--- config.mk ---
export PLATFORM = sky130hd
export DESIGN_NAME = sorted_priority_queue_flat
export DESIGN_NICKNAME = d
export VERILOG_FILES = /design/src/rtl/spq_pkg.sv /design/src/rtl/spq_if.sv /design/src/rtl/spq_cell.sv /design/src/rtl/sorted_priority_queue.sv /design/src/flat_wrapper.sv
export SDC_FILE = /design/constraint.sdc
export NUM_CORES = 1
export LEC_CHECK = 0
export BUFFER_PORTS_ARGS = -buffer_cell sky130_fd_sc_hd__buf_2
export CAP_MARGIN = 40
export CORE_ASPECT_RATIO = 0.9
export CORE_MARGIN = 2
export CORE_UTILIZATION = 25
export CTS_BUF_LIST = sky130_fd_sc_hd__clkbuf_4 sky130_fd_sc_hd__clkbuf_8
export DETAILED_ROUTE_END_ITERATION = 8
export PLACE_DENSITY = 0.42
export SYNTH_ARGS = -nofsm -noshare
export SYNTH_HDL_FRONTEND = slang
export SYNTH_HIERARCHICAL = 1
export SYNTH_SLANG_ARGS = --single-unit
export TNS_END_PERCENT = 50
--- constraint.sdc ---
create_clock -name clk -period 8.6 [get_ports clk]
set_clock_uncertainty 0.05 [all_clocks]
set_input_delay 1.29 -clock clk [delete_from_list [all_inputs] [get_ports clk]]
set_output_delay 1.29 -clock clk [all_outputs]
set_load 0.01 [all_outputs]
--- src/rtl/spq_pkg.sv ---
`timescale 1ns / 1ps
// Shared constants, codes and types for the sorted priority queue.
// No dependencies; every other file imports this package.
`default_nettype none

package spq_pkg;

  localparam int CAPACITY  = 16;
  localparam int PRIO_W    = 8;
  localparam int PAYLOAD_W = 16;
  localparam int CNT_W     = $clog2(CAPACITY + 1);

  localparam logic [1:0] ACT_ENQ  = 2'd0;
  localparam logic [1:0] ACT_DEQ  = 2'd1;
  localparam logic [1:0] ACT_PEEK = 2'd2;

  localparam logic [1:0] ST_OK    = 2'd0;
  localparam logic [1:0] ST_EMPTY = 2'd1;
  localparam logic [1:0] ST_FULL  = 2'd2;

  // Broadcast from the controller to every cell
  typedef struct packed {
    logic                 enq;       // insert new entry this cycle
    logic                 deq;       // pop head this cycle
    logic [PRIO_W-1:0]    new_prio;
    logic [PAYLOAD_W-1:0] new_payload;
  } cell_ctrl_t;

endpackage

`default_nettype wire

--- src/rtl/spq_if.sv ---
`timescale 1ns / 1ps
// Request and result channel interfaces (valid/ready handshake).
// Depends on spq_pkg for field widths.
`default_nettype none

interface spq_req_if import spq_pkg::*; ();
  logic                 valid;
  logic                 ready;
  logic [1:0]           action;
  logic [PRIO_W-1:0]    priority_req;
  logic [PAYLOAD_W-1:0] payload;

  modport source (output valid, output action, output priority_req, output payload,
                  input ready);
  modport sink   (input valid, input action, input priority_req, input payload,
                  output ready);
endinterface

interface spq_res_if import spq_pkg::*; ();
  logic                 valid;
  logic                 ready;
  logic [PAYLOAD_W-1:0] out_payload;
  logic [PRIO_W-1:0]    out_priority;
  logic [1:0]           status;
  logic [CNT_W-1:0]     count;
  logic                 empty_res;

  modport source (output valid, output out_payload, output out_priority, output status,
                  output count, output empty_res, input ready);
  modport sink   (input valid, input out_payload, input out_priority, input status,
                  input count, input empty_res, output ready);
endinterface

`default_nettype wire

--- src/rtl/spq_cell.sv ---
`timescale 1ns / 1ps
// One slot of the sorted shift-register queue.
// Depends on spq_pkg (cell_ctrl_t, widths).
`default_nettype none

module spq_cell import spq_pkg::*; (
  input  wire logic                 clk,
  input  wire cell_ctrl_t           ctrl,
  input  wire logic                 occ,          // slot holds a live entry
  input  wire logic                 left_keep,    // upstream slot stays put
  input  wire logic [PRIO_W-1:0]    left_prio,
  input  wire logic [PAYLOAD_W-1:0] left_payload,
  input  wire logic [PRIO_W-1:0]    right_prio,
  input  wire logic [PAYLOAD_W-1:0] right_payload,
  output logic                      keep,
  output logic [PRIO_W-1:0]         prio,
  output logic [PAYLOAD_W-1:0]      payload
);

  // Equal priorities stay ahead of the new entry: FIFO among ties
  assign keep = occ && (prio >= ctrl.new_prio);

  always_ff @(posedge clk) begin
    priority if (ctrl.enq && !keep) begin
      if (left_keep) begin
        prio    <= ctrl.new_prio;
        payload <= ctrl.new_payload;
      end else begin
        prio    <= left_prio;
        payload <= left_payload;
      end
    end else if (ctrl.deq) begin
      prio    <= right_prio;
      payload <= right_payload;
    end
  end

endmodule

`default_nettype wire

--- src/rtl/sorted_priority_queue.sv ---
`timescale 1ns / 1ps
// Sorted priority queue top level: controller, cell chain, result register.
// Depends on spq_pkg, spq_if (spq_req_if, spq_res_if) and spq_cell.
// Each op is a single parallel shift of the cell chain; its result is registered.
// Throughput: 1 request per cycle while the result channel is not back-pressured.
// Reset (rst, synchronous): count cleared to zero, result register emptied.
// Slot contents are not reset; a slot is live only below the entry count.
`default_nettype none

module sorted_priority_queue import spq_pkg::*; (
  input  wire logic clk,
  input  wire logic rst,
  spq_req_if.sink   req,
  spq_res_if.source res
);

  logic [CNT_W-1:0] count;
  logic [CNT_W-1:0] count_next;

  logic accept;
  logic is_full;
  logic is_empty;
  logic do_enq;
  logic do_deq;

  cell_ctrl_t ctrl;

  logic                 occ       [CAPACITY];
  logic                 keep      [CAPACITY];
  logic [PRIO_W-1:0]    c_prio    [CAPACITY];
  logic [PAYLOAD_W-1:0] c_payload [CAPACITY];

  // Result register: a new request enters while the old result drains
  assign req.ready = !res.valid || res.ready;
  assign accept    = req.valid && req.ready;

  assign is_full  = (count == CNT_W'(CAPACITY));
  assign is_empty = (count == '0);
  assign do_enq   = accept && (req.action == ACT_ENQ) && !is_full;
  assign do_deq   = accept && (req.action == ACT_DEQ) && !is_empty;

  assign ctrl.enq         = do_enq;
  assign ctrl.deq         = do_deq;
  assign ctrl.new_prio    = req.priority_req;
  assign ctrl.new_payload = req.payload;

  // Cell chain: slot 0 is the head. On insert each non-keeping slot takes
  // either the new entry (boundary) or its left neighbor; on pop every slot
  // takes its right neighbor.
  for (genvar i = 0; i < CAPACITY; i++) begin : g_cell
    logic                 lk;
    logic [PRIO_W-1:0]    lp;
    logic [PAYLOAD_W-1:0] ld;
    logic [PRIO_W-1:0]    rp;
    logic [PAYLOAD_W-1:0] rd;

    assign occ[i] = (CNT_W'(i) < count);

    if (i == 0) begin : g_head
      assign lk = 1'b1;
      assign lp = '0;
      assign ld = '0;
    end else begin : g_mid
      assign lk = keep[i-1];
      assign lp = c_prio[i-1];
      assign ld = c_payload[i-1];
    end

    if (i == CAPACITY - 1) begin : g_tail
      // Tail slot falls out of the live range on pop
      assign rp = '0;
      assign rd = '0;
    end else begin : g_body
      assign rp = c_prio[i+1];
      assign rd = c_payload[i+1];
    end

    spq_cell u_cell (
      .clk           (clk),
      .ctrl          (ctrl),
      .occ           (occ[i]),
      .left_keep     (lk),
      .left_prio     (lp),
      .left_payload  (ld),
      .right_prio    (rp),
      .right_payload (rd),
      .keep          (keep[i]),
      .prio          (c_prio[i]),
      .payload       (c_payload[i])
    );
  end

  always_comb begin
    priority if (do_enq) begin
      count_next = count + CNT_W'(1);
    end else if (do_deq) begin
      count_next = count - CNT_W'(1);
    end else begin
      count_next = count;
    end
  end

  always_ff @(posedge clk) begin
    if (rst) begin
      count <= '0;
    end else begin
      count <= count_next;
    end
  end

  // Result register
  always_ff @(posedge clk) begin
    if (rst) begin
      res.valid <= 1'b0;
    end else if (accept) begin
      res.valid <= 1'b1;
    end else if (res.ready) begin
      res.valid <= 1'b0;
    end
  end

  always_ff @(posedge clk) begin
    if (accept) begin
      res.count     <= count_next;
      res.empty_res <= (count_next == '0);
      unique case (req.action)
        ACT_ENQ: begin
          res.out_payload  <= '0;
          res.out_priority <= '0;
          res.status       <= is_full ? ST_FULL : ST_OK;
        end
        ACT_DEQ, ACT_PEEK: begin
          if (is_empty) begin
            res.out_payload  <= '0;
            res.out_priority <= '0;
            res.status       <= ST_EMPTY;
          end else begin
            res.out_payload  <= c_payload[0];
            res.out_priority <= c_prio[0];
            res.status       <= ST_OK;
          end
        end
        default: begin
          // unused code: no-op, status ok
          res.out_payload  <= '0;
          res.out_priority <= '0;
          res.status       <= ST_OK;
        end
      endcase
    end
  end

  // Checks
  a_count_bound: assert property (@(posedge clk) disable iff (rst)
    count <= CNT_W'(CAPACITY))
    else $error("entry count above capacity");

  a_enq_grows: assert property (@(posedge clk) disable iff (rst)
    do_enq |=> count == $past(count) + CNT_W'(1))
    else $error("insert did not grow count");

  a_head_sorted: assert property (@(posedge clk) disable iff (rst)
    occ[1] |-> c_prio[0] >= c_prio[1])
    else $error("head slot out of order");

  a_tail_free: assert property (@(posedge clk) disable iff (rst)
    do_enq |-> !keep[CAPACITY-1])
    else $error("insert with a live tail slot");

  a_empty_flag: assert property (@(posedge clk) disable iff (rst)
    res.valid |-> (res.empty_res == (res.count == '0)))
    else $error("empty flag disagrees with count");

  a_empty_err: assert property (@(posedge clk) disable iff (rst)
    (res.valid && res.status == ST_EMPTY) |-> (res.count == '0))
    else $error("empty error with live entries");

endmodule

`default_nettype wire
--- src/flat_wrapper.sv ---
// flat-port wrapper written by rule: the top's interface ports become plain ports
module sorted_priority_queue_flat import spq_pkg::*;
  (clk, rst, req_valid, req_action, req_priority_req, req_payload, req_ready, res_valid, res_out_payload, res_out_priority, res_status, res_count, res_empty_res, res_ready);
  spq_req_if req_i ();
  spq_res_if res_i ();
  input  wire logic clk;
  input  wire logic rst;
  input wire logic [$bits(req_i.valid)-1:0] req_valid;
  input wire logic [$bits(req_i.action)-1:0] req_action;
  input wire logic [$bits(req_i.priority_req)-1:0] req_priority_req;
  input wire logic [$bits(req_i.payload)-1:0] req_payload;
  output wire logic [$bits(req_i.ready)-1:0] req_ready;
  output wire logic [$bits(res_i.valid)-1:0] res_valid;
  output wire logic [$bits(res_i.out_payload)-1:0] res_out_payload;
  output wire logic [$bits(res_i.out_priority)-1:0] res_out_priority;
  output wire logic [$bits(res_i.status)-1:0] res_status;
  output wire logic [$bits(res_i.count)-1:0] res_count;
  output wire logic [$bits(res_i.empty_res)-1:0] res_empty_res;
  input wire logic [$bits(res_i.ready)-1:0] res_ready;
  assign req_i.valid = req_valid;
  assign req_i.action = req_action;
  assign req_i.priority_req = req_priority_req;
  assign req_i.payload = req_payload;
  assign req_ready = req_i.ready;
  assign res_valid = res_i.valid;
  assign res_out_payload = res_i.out_payload;
  assign res_out_priority = res_i.out_priority;
  assign res_status = res_i.status;
  assign res_count = res_i.count;
  assign res_empty_res = res_i.empty_res;
  assign res_i.ready = res_ready;
  sorted_priority_queue u_core (.clk(clk), .rst(rst), .req(req_i), .res(res_i));
endmodule
==> results.tsv <==
stage	metric	value	unit
sta	tightest_slew	757	ps
critical_path	critPathLaunch	req_priority_req[5]	
placement	place_hpwl	48900	um
final_layout	finish.utilization	28.2	%
pwr	p_leak	11.9	nW
global_route	track_usage	11.0	%
detailed_routing	drc	0	
min_path	min_delay_path_depth	1	
pwr	power.total	5.38	mW
floorplan	dieArea	115000	sq um
sta	fin_tns_setup	0	ps
clocking	clockRootBuffer	clkbuf_8	
final_layout	fillers	11300	
global_route	grt_pass1_wl	99500	um
min_path	holdCritStartpoint	u_core/g_cell[15].u_cell/payload[10]	
clocking	postCtsSetupBuffers	0	
pwr	power_density	172	nW/um^2
floorplan	fp.dieH	322	um
yosys	synth_area	28100	sq um
final_layout	multiInputGateArea	14200	sq um
final_layout	final_net_count	2205	
floorplan	rows	116	
sta	period_share	45.0	%
global_route	antenna_found_initial	2	
run	maxCapViolations	0	
final_layout	drive_above_1_share	51.5	%
detailed_routing	antenna_left	0	
pwr	ir_drop	0.0000901	V
clocking	clk_pin_slew_worst_paths	50	ps
detailed_routing	drtIter0Drc	732	
sta	finalMaxSlewViolations	0	
global_route	grt_pass1_vias	16300	
clocking	numCtsBuffers	84	
global_route	grt_start_max_net_pins	41	
detailed_routing	routedWlPerCell	17.8	um
floorplan	initial_core_util	25.2	%
detailed_routing	wl	63500	um
placement	gp_congestion	0.739	
sta	slew_headroom	49.5	%
sta	rsz0062_at_grt	false	
clocking	hold_buffers	0	
pwr	p_seq_share	46.9	%
yosys	syn_inst	1915	
final_layout	syn_to_final_growth	11.7	%
global_route	gr-total-overflow	0	
placement	dp.cells	3429	
pwr	comb_power_share	15.2	%
final_layout	fin_cells	3574	
critical_path	worst-setup-path-type	in2reg	
sta	fmax	258	MHz
min_path	holdCritPathClass	reg2reg	
clocking	h-tree-depth	3	
critical_path	critPathLaunchType	primary input	
final_layout	regArea	12600	sq um
sta	finalSetupViolCount	0	
yosys	avgSynthCellArea	14.7	sq um
sta	hold_violations	0	
sta	finalCriticalPeriod	3870	ps
pwr	intPower	3.98	mW
clocking	cts.sinks	422	
detailed_routing	avgViaCountPerCell	4.18	
clocking	cts_tree	yes	
pwr	power.net_switching	1.41	mW
yosys	yosysWarnings	6	
pwr	pwr-share-clk	37.8	%
critical_path	reg2reg_depth	8	
clocking	clk_path_buf_depth	3	
critical_path	worstPathRequired	8820	ps
floorplan	core_area	111000	sq um
floorplan	io_pins	64	
critical_path	crit_path_end_kind	register	
critical_path	cp_max_fo	32	
detailed_routing	num_vias	15000	
clocking	ctsResizeCount	0	
detailed_routing	dr.pass1.iters	5	
critical_path	arrival	4090	ps
floorplan	die_x	357	um
placement	io_buffers	63	
pwr	p_sw_share	26.2	%
clocking	clkLatencyLatePin	690	ps
status	status	completed	
critical_path	timing.rr.start	u_core/count[1]	
==> area by class of cell <==
class	count	share of cell area [%]
Antenna cell	3	0.0239
Clock buffer	113	4.44
Clock inverter	29	0.682
Inverter	169	2.02
Multi-Input combinational cell	1281	45.2
Sequential cell	422	40.2
Tap cell	1475	5.88
Timing Repair Buffer	82	1.54
==> critical path, cell delays in order <==
cell	delay [ps]
buf_2	540
inv_1	100
ha_1	330
a211o_1	290
a211oi_1	270
o21ai_1	140
nand2_4	420
or2_2	650
==> per-layer routing <==
layer	routed length [um]	global-route usage (%)	vias up
met4	1440	3.09	0
met2	25600	15.7	188
met3	1840	1.84	94
met1	34600	16.9	7225
li1	-	-	7450
met5	0	0	-
==> power by group through the flow <==
stage	logic [mW]	registers, mW	clock network (mW)
after floorplan	0.679	2.52	0
after global placement	0.805	2.57	0
final	0.820	2.53	2.04
after CTS	0.832	2.53	2.15
after global routing	0.905	2.54	2.22
after detailed placement	0.829	2.57	0
==> cells in the final DEF, fill, tap and decap left out, types with 16 or more instances in the layout <==
master     instances
conb_1            49
buf_4             17
mux2_4           304
or2_2             16
nand2b_1          18
clkbuf_4          26
buf_2             63
inv_1            167
ha_1             135
clkbuf_8          87
o21a_1            16
and4_1            16
edfxtp_1         416
o2111ai_2         16
nand2_1           23
a21oi_2           28
o21ai_0           36
a211oi_1          27
and3_1            24
a211o_1           16
mux2_2           464
nand2_4           16
==> sequential cells by signal, summed over array words and instances, names as in the netlist <==
register	flops
u_core/res.out_priority	8
u_core/count	5
u_core/res.empty_res	1
u_core/res.valid	1
u_core/res.count	5
u_core/g_cell.u_cell/payload	256
u_core/g_cell.u_cell/prio	128
u_core/res.status	2
u_core/res.out_payload	16
==> path summary, 6_finish.rpt <==
| check | slack (ps) | to |
|---|---|---|
| worst min-delay path | 490 | u_core/g_cell[14].u_cell/payload[10] |
| worst max register to register | 4780 | u_core/g_cell[15].u_cell/prio[1] |
| worst max-delay path | 4730 | u_core/g_cell[15].u_cell/prio[1] |
| worst min register to register | 490 | u_core/g_cell[14].u_cell/payload[10] |
==> through the flow <==
step	area (sq um)	hold slack (ps)	setup slack, ps
after CTS	31400	492	4700
after global placement	29700	478	3920
final	31400	492	4730
after detailed placement	29800	484	3950
after floorplan	28300	475	4450
after global routing	31400	511	4500
Power figures use the tool's default switching activity.
